$ cat config.mk
export PLATFORM = sky130hd
export DESIGN_NAME = cnas_ctrl
export DESIGN_NICKNAME = d
export VERILOG_FILES = /design/src/hdl/assert_macros.svh /design/src/hdl/cnas_pkg.sv /design/src/hdl/cnas_ctrl.sv
export SDC_FILE = /design/constraint.sdc
export NUM_CORES = 1
export LEC_CHECK = 0
export ABC_AREA = 1
export BUFFER_PORTS_ARGS = -buffer_cell sky130_fd_sc_hd__buf_2
export CAP_MARGIN = 25
export CORE_MARGIN = 3
export CORE_UTILIZATION = 45
export DETAILED_ROUTE_END_ITERATION = 12
export GPL_TIMING_DRIVEN = 0
export HOLD_SLACK_MARGIN = 0.06
export PLACE_DENSITY = 0.65
export SLEW_MARGIN = 20
export SYNTH_ARGS = -nofsm -noshare
export SYNTH_HDL_FRONTEND = slang
export SYNTH_SLANG_ARGS = --single-unit
export TNS_END_PERCENT = 5
$ cat constraint.sdc
create_clock -name clk -period 3.4 [get_ports clk]
set_clock_uncertainty 0.05 [all_clocks]
set_input_delay 0.85 -clock clk [delete_from_list [all_inputs] [get_ports clk]]
set_output_delay 0.85 -clock clk [all_outputs]
set_load 0.01 [all_outputs]
$ cat src/hdl/assert_macros.svh
// ----------------------------------------------------------------------------
// Assertion macros
// Clocked assertion helpers for the modules that check their own logic.
// ----------------------------------------------------------------------------
`ifndef ASSERT_MACROS_SVH
`define ASSERT_MACROS_SVH
`ifndef SYNTHESIS
// Property must hold at every clock edge outside reset.
`define CNAS_ASSERT(lbl, prop) \
    lbl: assert property (@(posedge clk) disable iff (!rst_n) prop) \
        else $error("cnas assertion failed");
// Condition must never be true at a clock edge outside reset.
`define CNAS_NEVER(lbl, cond) \
    lbl: assert property (@(posedge clk) disable iff (!rst_n) !(cond)) \
        else $error("cnas forbidden condition seen");
`else
`define CNAS_ASSERT(lbl, prop)
`define CNAS_NEVER(lbl, cond)
`endif
`endif

$ cat src/hdl/cnas_pkg.sv
// ----------------------------------------------------------------------------
// cnas_pkg
// Types, codes and fixed-point helpers of the Crank-Nicolson advection block.
// ----------------------------------------------------------------------------
package cnas_pkg;

    localparam int MAX_POINTS_DEF = 64;
    localparam int POINT_W        = 6;
    localparam int DATA_W         = 32;
    localparam int STEP_W         = 16;
    localparam int NPTS_W         = 7;
    localparam int MIN_POINTS     = 3;
    localparam logic signed [63:0] ONE_Q16 = 64'sd65536;

    typedef enum logic {
        KIND_LOAD = 1'b0,
        KIND_RUN  = 1'b1
    } cnas_kind_t;

    typedef enum logic {
        CFG_QUARTER_COURANT = 1'b0,
        CFG_POINTS_IN_USE   = 1'b1
    } cnas_cfg_t;

    typedef struct packed {
        cnas_kind_t                 kind;
        logic [POINT_W-1:0]         point_index;
        logic signed [DATA_W-1:0]   sample_in;
        logic [STEP_W-1:0]          step_count;
    } cnas_item_t;

    typedef struct packed {
        logic [POINT_W-1:0]         point_out;
        logic signed [DATA_W-1:0]   sample_out;
        logic                       last;
    } cnas_result_t;

    typedef enum logic [4:0] {
        ST_IDLE, ST_R_A, ST_R_B, ST_R_C, ST_R_D, ST_R_E,
        ST_FI_A, ST_FI_B, ST_F_A, ST_F_B, ST_F_C, ST_F_D, ST_F_E,
        ST_B_INIT, ST_B_A, ST_B_B, ST_B_C, ST_O_A, ST_O_B
    } cnas_state_t;

    typedef enum logic [3:0] {
        OP_NONE, OP_CAP_NEXT, OP_CAP_DIFF, OP_MUL_DIFF, OP_WR_Q,
        OP_FWD_INIT, OP_FWD_MUL_C, OP_FWD_PIVOT, OP_FWD_NUM, OP_FWD_WR_C,
        OP_FWD_WR_D, OP_BK_INIT, OP_BK_MUL, OP_BK_WR, OP_OUT_EMIT
    } cnas_op_t;

    typedef struct packed {
        cnas_op_t               op;
        logic [POINT_W-1:0]     addr;
        logic                   last;
    } cnas_cmd_t;

    typedef struct packed {
        logic                   div_done;
        logic [POINT_W-1:0]     last_idx;
    } cnas_status_t;

    // Sign-extend a Q16.16 word to 64 bits.
    function automatic logic signed [63:0] sx64(input logic signed [31:0] v);
        return {{32{v[31]}}, v};
    endfunction

    // Saturate to the signed 32-bit range.
    function automatic logic signed [31:0] sat32(input logic signed [63:0] v);
        if (v > 64'sd2147483647) begin
            return 32'sh7fffffff;
        end
        if (v < -64'sd2147483648) begin
            return 32'sh80000000;
        end
        return v[31:0];
    endfunction

    // Scale a Q32.32 product back to Q16.16, rounding half up.
    function automatic logic signed [63:0] rnd_q16(input logic signed [63:0] p);
        logic signed [63:0] t;
        t = p + 64'sd32768;
        return t >>> 16;
    endfunction

endpackage

$ cat src/hdl/cnas_ctrl.sv
// ----------------------------------------------------------------------------
// cnas_ctrl
// Sequencer that walks the mesh for the right-hand side, the forward sweep
// and the back sweep once per time step, and for the output once per run.
// ----------------------------------------------------------------------------
module cnas_ctrl #(
    parameter int MAX_POINTS = cnas_pkg::MAX_POINTS_DEF
) (
    input  logic                    clk,
    input  logic                    rst_n,
    input  logic                    start,
    input  cnas_pkg::cnas_kind_t    kind,
    input  logic [15:0]             step_count,
    input  cnas_pkg::cnas_status_t  stat,
    output cnas_pkg::cnas_cmd_t     cmd,
    output logic                    busy
);

    localparam int AW = $clog2(MAX_POINTS);

    cnas_pkg::cnas_state_t state_reg, state_next;
    logic [AW-1:0]  idx_reg, idx_next;
    logic [15:0]    steps_reg, steps_next;
    logic [AW-1:0]  last_idx, nx, pv;
    logic           at_last, run_start;

    assign last_idx  = stat.last_idx[AW-1:0];
    assign at_last   = (idx_reg == last_idx);
    assign nx        = at_last ? '0 : idx_reg + 1'b1;
    assign pv        = (idx_reg == '0) ? last_idx : idx_reg - 1'b1;
    assign run_start = start && (kind == cnas_pkg::KIND_RUN);

    // Next state.
    always_comb
    begin
        state_next = state_reg;
        unique case (state_reg)
            cnas_pkg::ST_IDLE:
                if (run_start) begin
                    state_next = (step_count == '0) ? cnas_pkg::ST_O_A : cnas_pkg::ST_R_A;
                end
            cnas_pkg::ST_R_A:    state_next = cnas_pkg::ST_R_B;
            cnas_pkg::ST_R_B:    state_next = cnas_pkg::ST_R_C;
            cnas_pkg::ST_R_C:    state_next = cnas_pkg::ST_R_D;
            cnas_pkg::ST_R_D:    state_next = cnas_pkg::ST_R_E;
            cnas_pkg::ST_R_E:    state_next = at_last ? cnas_pkg::ST_FI_A : cnas_pkg::ST_R_A;
            cnas_pkg::ST_FI_A:   state_next = cnas_pkg::ST_FI_B;
            cnas_pkg::ST_FI_B:   state_next = cnas_pkg::ST_F_A;
            cnas_pkg::ST_F_A:    state_next = cnas_pkg::ST_F_B;
            cnas_pkg::ST_F_B:    state_next = cnas_pkg::ST_F_C;
            cnas_pkg::ST_F_C:    state_next = cnas_pkg::ST_F_D;
            cnas_pkg::ST_F_D:
                if (stat.div_done) begin
                    state_next = cnas_pkg::ST_F_E;
                end
            cnas_pkg::ST_F_E:
                if (stat.div_done) begin
                    state_next = at_last ? cnas_pkg::ST_B_INIT : cnas_pkg::ST_F_A;
                end
            cnas_pkg::ST_B_INIT: state_next = cnas_pkg::ST_B_A;
            cnas_pkg::ST_B_A:    state_next = cnas_pkg::ST_B_B;
            cnas_pkg::ST_B_B:    state_next = cnas_pkg::ST_B_C;
            cnas_pkg::ST_B_C:
                if (idx_reg == '0) begin
                    state_next = (steps_reg == 16'd1) ? cnas_pkg::ST_O_A : cnas_pkg::ST_R_A;
                end else begin
                    state_next = cnas_pkg::ST_B_A;
                end
            cnas_pkg::ST_O_A:    state_next = cnas_pkg::ST_O_B;
            cnas_pkg::ST_O_B:    state_next = at_last ? cnas_pkg::ST_IDLE : cnas_pkg::ST_O_A;
            default:             state_next = cnas_pkg::ST_IDLE;
        endcase
    end

    // Point index and remaining step count.
    always_comb
    begin
        idx_next   = idx_reg;
        steps_next = steps_reg;
        unique case (state_reg)
            cnas_pkg::ST_IDLE:
                if (run_start) begin
                    idx_next   = '0;
                    steps_next = step_count;
                end
            cnas_pkg::ST_R_E:  idx_next = nx;
            cnas_pkg::ST_FI_B: idx_next = AW'(1);
            cnas_pkg::ST_F_E:
                if (stat.div_done && !at_last) begin
                    idx_next = idx_reg + 1'b1;
                end
            cnas_pkg::ST_B_INIT: idx_next = last_idx - 1'b1;
            cnas_pkg::ST_B_C:
                if (idx_reg == '0) begin
                    steps_next = steps_reg - 16'd1;
                end else begin
                    idx_next = idx_reg - 1'b1;
                end
            cnas_pkg::ST_O_B: idx_next = nx;
            default: ;
        endcase
    end

    // Commands to the datapath.
    always_comb
    begin
        cmd.op   = cnas_pkg::OP_NONE;
        cmd.addr = cnas_pkg::POINT_W'(idx_reg);
        cmd.last = 1'b0;
        unique case (state_reg)
            cnas_pkg::ST_R_A:    cmd.addr = cnas_pkg::POINT_W'(nx);
            cnas_pkg::ST_R_B:
            begin
                cmd.op   = cnas_pkg::OP_CAP_NEXT;
                cmd.addr = cnas_pkg::POINT_W'(pv);
            end
            cnas_pkg::ST_R_C:    cmd.op = cnas_pkg::OP_CAP_DIFF;
            cnas_pkg::ST_R_D:    cmd.op = cnas_pkg::OP_MUL_DIFF;
            cnas_pkg::ST_R_E:    cmd.op = cnas_pkg::OP_WR_Q;
            cnas_pkg::ST_FI_A:   cmd.addr = '0;
            cnas_pkg::ST_FI_B:
            begin
                cmd.op   = cnas_pkg::OP_FWD_INIT;
                cmd.addr = '0;
            end
            cnas_pkg::ST_F_A:    cmd.op = cnas_pkg::OP_FWD_MUL_C;
            cnas_pkg::ST_F_B:    cmd.op = cnas_pkg::OP_FWD_PIVOT;
            cnas_pkg::ST_F_C:    cmd.op = cnas_pkg::OP_FWD_NUM;
            cnas_pkg::ST_F_D:    cmd.op = cnas_pkg::OP_FWD_WR_C;
            cnas_pkg::ST_F_E:    cmd.op = cnas_pkg::OP_FWD_WR_D;
            cnas_pkg::ST_B_INIT:
            begin
                cmd.op   = cnas_pkg::OP_BK_INIT;
                cmd.addr = cnas_pkg::POINT_W'(last_idx);
            end
            cnas_pkg::ST_B_B:    cmd.op = cnas_pkg::OP_BK_MUL;
            cnas_pkg::ST_B_C:    cmd.op = cnas_pkg::OP_BK_WR;
            cnas_pkg::ST_O_B:
            begin
                cmd.op   = cnas_pkg::OP_OUT_EMIT;
                cmd.last = at_last;
            end
            default: ;
        endcase
    end

    assign busy = (state_reg != cnas_pkg::ST_IDLE);

    always_ff @(posedge clk or negedge rst_n)
    begin
        if (!rst_n) begin
            state_reg <= cnas_pkg::ST_IDLE;
            idx_reg   <= '0;
            steps_reg <= '0;
        end else begin
            state_reg <= state_next;
            idx_reg   <= idx_next;
            steps_reg <= steps_next;
        end
    end

endmodule

==> summary.txt <==
Pwr
  • Sequential fraction of design power: 0.265
  • Pleak: roughly 1.8 nW
  • Cell Int Power: around 1 mW
  • Power per cell area: approximately 700 mW/mm²
  • Sw frac: 0.5397
  • VDD IR max: approximately 0.4 mV
  • Combinational Power Share: 0.651
  • Sw Pwr: roughly 1.2 mW
  • PnR Total Power: 2.209 mW
  • Clock Power Share: 0.085

Drt
  • Via count: 3238
  • Vias per cell: around 5.3
  • Routed WL: slightly above 8000 µm
  • DR DRC count: 0
  • Routed WL per cell: about 13 µm
  • Antenna-violating nets left: 0
  • 1st-iter DRT viols: around 230
  • First-pass iteration count of the detailed router: 5

Synthesis
  • Yosys cell types: 31
  • FF+latch count, synth: 27
  • Mapped Nets: roughly 520
  • Avg Inst Size Synth: 5.780 µm²
  • Mapped Area: roughly 0.0028 mm²
  • Cells after Synth: just under 500
  • Synth warnings: 0
  • Seq/Total Area, Yosys: 0.2376

STA
  • Fin crit period: around 3.2 ns
  • Fin. Hold Viols: 0
  • Final setup fails: 0
  • Tightest Pin Transition: 0.5998 ns
  • Setup ws final: a little under 0.2 ns
  • Slew headroom: 0.6001
  • Post-route setup TNS: 0 ns
  • Slew Limit Fails: 0
  • Period utilization: 0.9433
  • Fmax: around 310 MHz
  • Unrepaired setup endpoints after global routing: false

Cells and area
  • # nets final: ~570
  • Area delta synth->final: 11.57%
  • Share of cells above drive strength 1: 0.1536
  • Post-route cell area: between 0.003 and 0.004 mm²
  • Antenna diodes: 0
  • # fillers: ~670
  • Max FFs per register: 16

Critical path
  • Crit path largest cell delay: roughly 0.39 ns
  • Worst setup startpoint: idx_reg[0]
  • Reg-to-reg slack, setup: around 1.1 ns
  • CP Data Arrival Time: between 2 and 2.5 ns
  • Reg2reg start: idx_reg[0]
  • CP Launch Type: flop
  • Critical-path top delay cell: dfrtp_1
  • CP Cell Sequence: buf_2, inv_1, ha_1, nand3_1, nor2_1, nand2_1, buf_2, o211ai_1, nand4_1, buf_2
  • CP required: roughly 2.5 ns
  • Buffers & Inverters on Critical Path: 4
  • Most frequent CP cell: buf_2
  • Cell family with most CP delay: buffers and inverters
  • Worst-path maximum fanout: 10
  • Setup CP Type: flop to output pin
  • Worst setup EP type: output pin

Clocking
  • Num CTS Buffers: 3
  • Post_cts resized: 0
  • Worst-Skew Late Latency: approximately 0.28 ns
  • Clock tree root driver cell: clkbuf_8
  • Hold Buf Count CTS: 0
  • Post-CTS Setup Bufs: 0
  • CTS tree: done
  • Clk sinks: 27
  • Clk slew on worst S/H paths: around 0.1 ns
  • CTS H-Tree Depth: 1
  • CTS max path bufs: 2

GRT
  • Largest net degree at the start of global routing: 28
  • First-pass GRT wire length: between 10000 and 15000 µm
  • Initial antenna violation count: 0
  • All-Layer GR Usage: 0.2261
  • Vias in the first global route: 2954
  • Grt ovf: 0

Job
  • MaxCap Viol Count: 0

Floorplanning
  • I/O Pins: 39
  • Initial core utilization: 0.4720
  • Core area: between 0.006 and 0.007 mm²
  • Die Y: between 80 and 90 µm
  • Die footprint: ~0.0073 mm²
  • Die width: about 86 µm
  • Num rows: 28

Place
  • Placed Area: 0.003128 mm²
  • RePlAce Congestion: just over 0.9
  • IO Port Bufs: 38
  • DP HPWL: between 6000 and 7000 µm
  • Dpl ws: ~0.38 ns

Outcome
  • Status: completed

Hold path
  • Worst Hold Class: flop to flop
  • Worst Hold Launch: steps_reg[15]
per-layer routing:
metal / part of all wire / track usage / wire length [µm] / up-vias
li1: - / - / - / 1659
met1: 0.50 / 0.3329 / 4009 / 1500
met2: 0.46 / 0.3743 / 3693 / 77
met3: 0.046 / 0.02594 / 369 / 2
met4: 0.00099 / 0.01151 / 8 / 0
met5: 0 / 0 / 0 / -
worst reg2reg max path, cell delays in order (launching register included):
cell	delay, ns
dfrtp_1	0.39
buf_2	0.18
inv_1	0.21
ha_1	0.23
nand3_1	0.16
nor2_1	0.13
nand2_1	0.10
buf_2	0.20
nand2_1	0.13
nand3_1	0.09
nor2_1	0.12
nand2_1	0.06
nand2_1	0.05
nand2_1	0.05
final cells by class:
type	instances	area, µm²	share of cell area
Clock buffer	4	45.04	0.01420
Buffer	12	70.07	0.02208
Timing Repair Buffer	38	190.2	0.05994
Sequential cell	27	675.6	0.2129
Tap cell	75	93.84	0.02957
Inverter	59	221.5	0.06979
Multi-Input combinational cell	394	1877	0.5915
cell usage after synthesis, drive strengths merged:
cell    count  area share
nand3      46       0.090
nand2     179        0.24
o31ai       1      0.0026
a21oi      17       0.034
nor4        2      0.0044
buf        11       0.023
nand4      21       0.046
o21ai      31       0.055
nor3        4      0.0088
nor2       72        0.11
nand3b      1      0.0026
xnor2       1      0.0031
o211ai      3      0.0079
a31oi       1      0.0022
inv        59       0.078
dfrtp      27        0.24
mux2i       1      0.0035
ha          5       0.022
or2         3      0.0066
clkbuf      1      0.0018
xor2        6       0.018
power by group through the flow:
| stage | logic [mW] | clock network [mW] | registers, mW |
|---|---|---|---|
| global placement | 1.42 | 0 | 0.589 |
| global route | 1.64 | 0.204 | 0.605 |
| finish | 1.44 | 0.187 | 0.585 |
| floorplan | 1.06 | 0 | 0.558 |
| detailed placement | 1.42 | 0 | 0.588 |
| CTS | 1.43 | 0.193 | 0.583 |
through the flow:
step	hold WS, ns	instances	utilization
2_1_floorplan	0.4144	492	-
3_3_place_gp	0.4328	605	0.5191
3_5_place_dp	0.4398	605	0.5191
4_1_cts	0.4691	609	0.5266
5_1_grt	0.5037	609	0.5266
6_report	0.4757	609	0.5266
cell usage in the layout, fill, tap and decap left out, types with 2 or more instances in the layout:
cell	instances
inv_2	6
dfrtp_1	27
a21oi_1	16
nor4_1	2
nand2_1	172
nand3_1	41
nand4_1	21
o211ai_1	3
clkbuf_8	3
or2_2	3
inv_1	53
buf_4	4
ha_1	5
buf_2	45
nor2_1	66
nor3_1	3
nand2_2	6
o21ai_1	6
nand3_2	5
o21ai_0	25
xor2_1	6
nor2_4	5
path summary, 6_finish.rpt:
kind / to / depth (start not counted)
hold reg to reg: steps_reg[15] / 2
setup / recovery: cmd[3] / 10
hold / removal: steps_reg[15] / 2
setup reg to reg: state_reg[2] / 13
min in group asynchronous: steps_reg[11] / 1
max in group asynchronous: steps_reg[1] / 1
cell families (layout without fill, tap and decap cells):
family                     count (synthesis)  count (layout)  share of synthesized area
AOI/OAI and AO/OA                         53              53                     0.1012
xor gates and xnor gates                   7               7                    0.02156
adders and majority gates                  5               5                    0.02200
buffers and inverters                     71             113                     0.1025
DFF                                       27              27                     0.2376
muxes                                      1               1                   0.003520
and+or+nand+nor                          328             328                     0.5117
No activity file was read; power rests on OpenSTA's default activity.
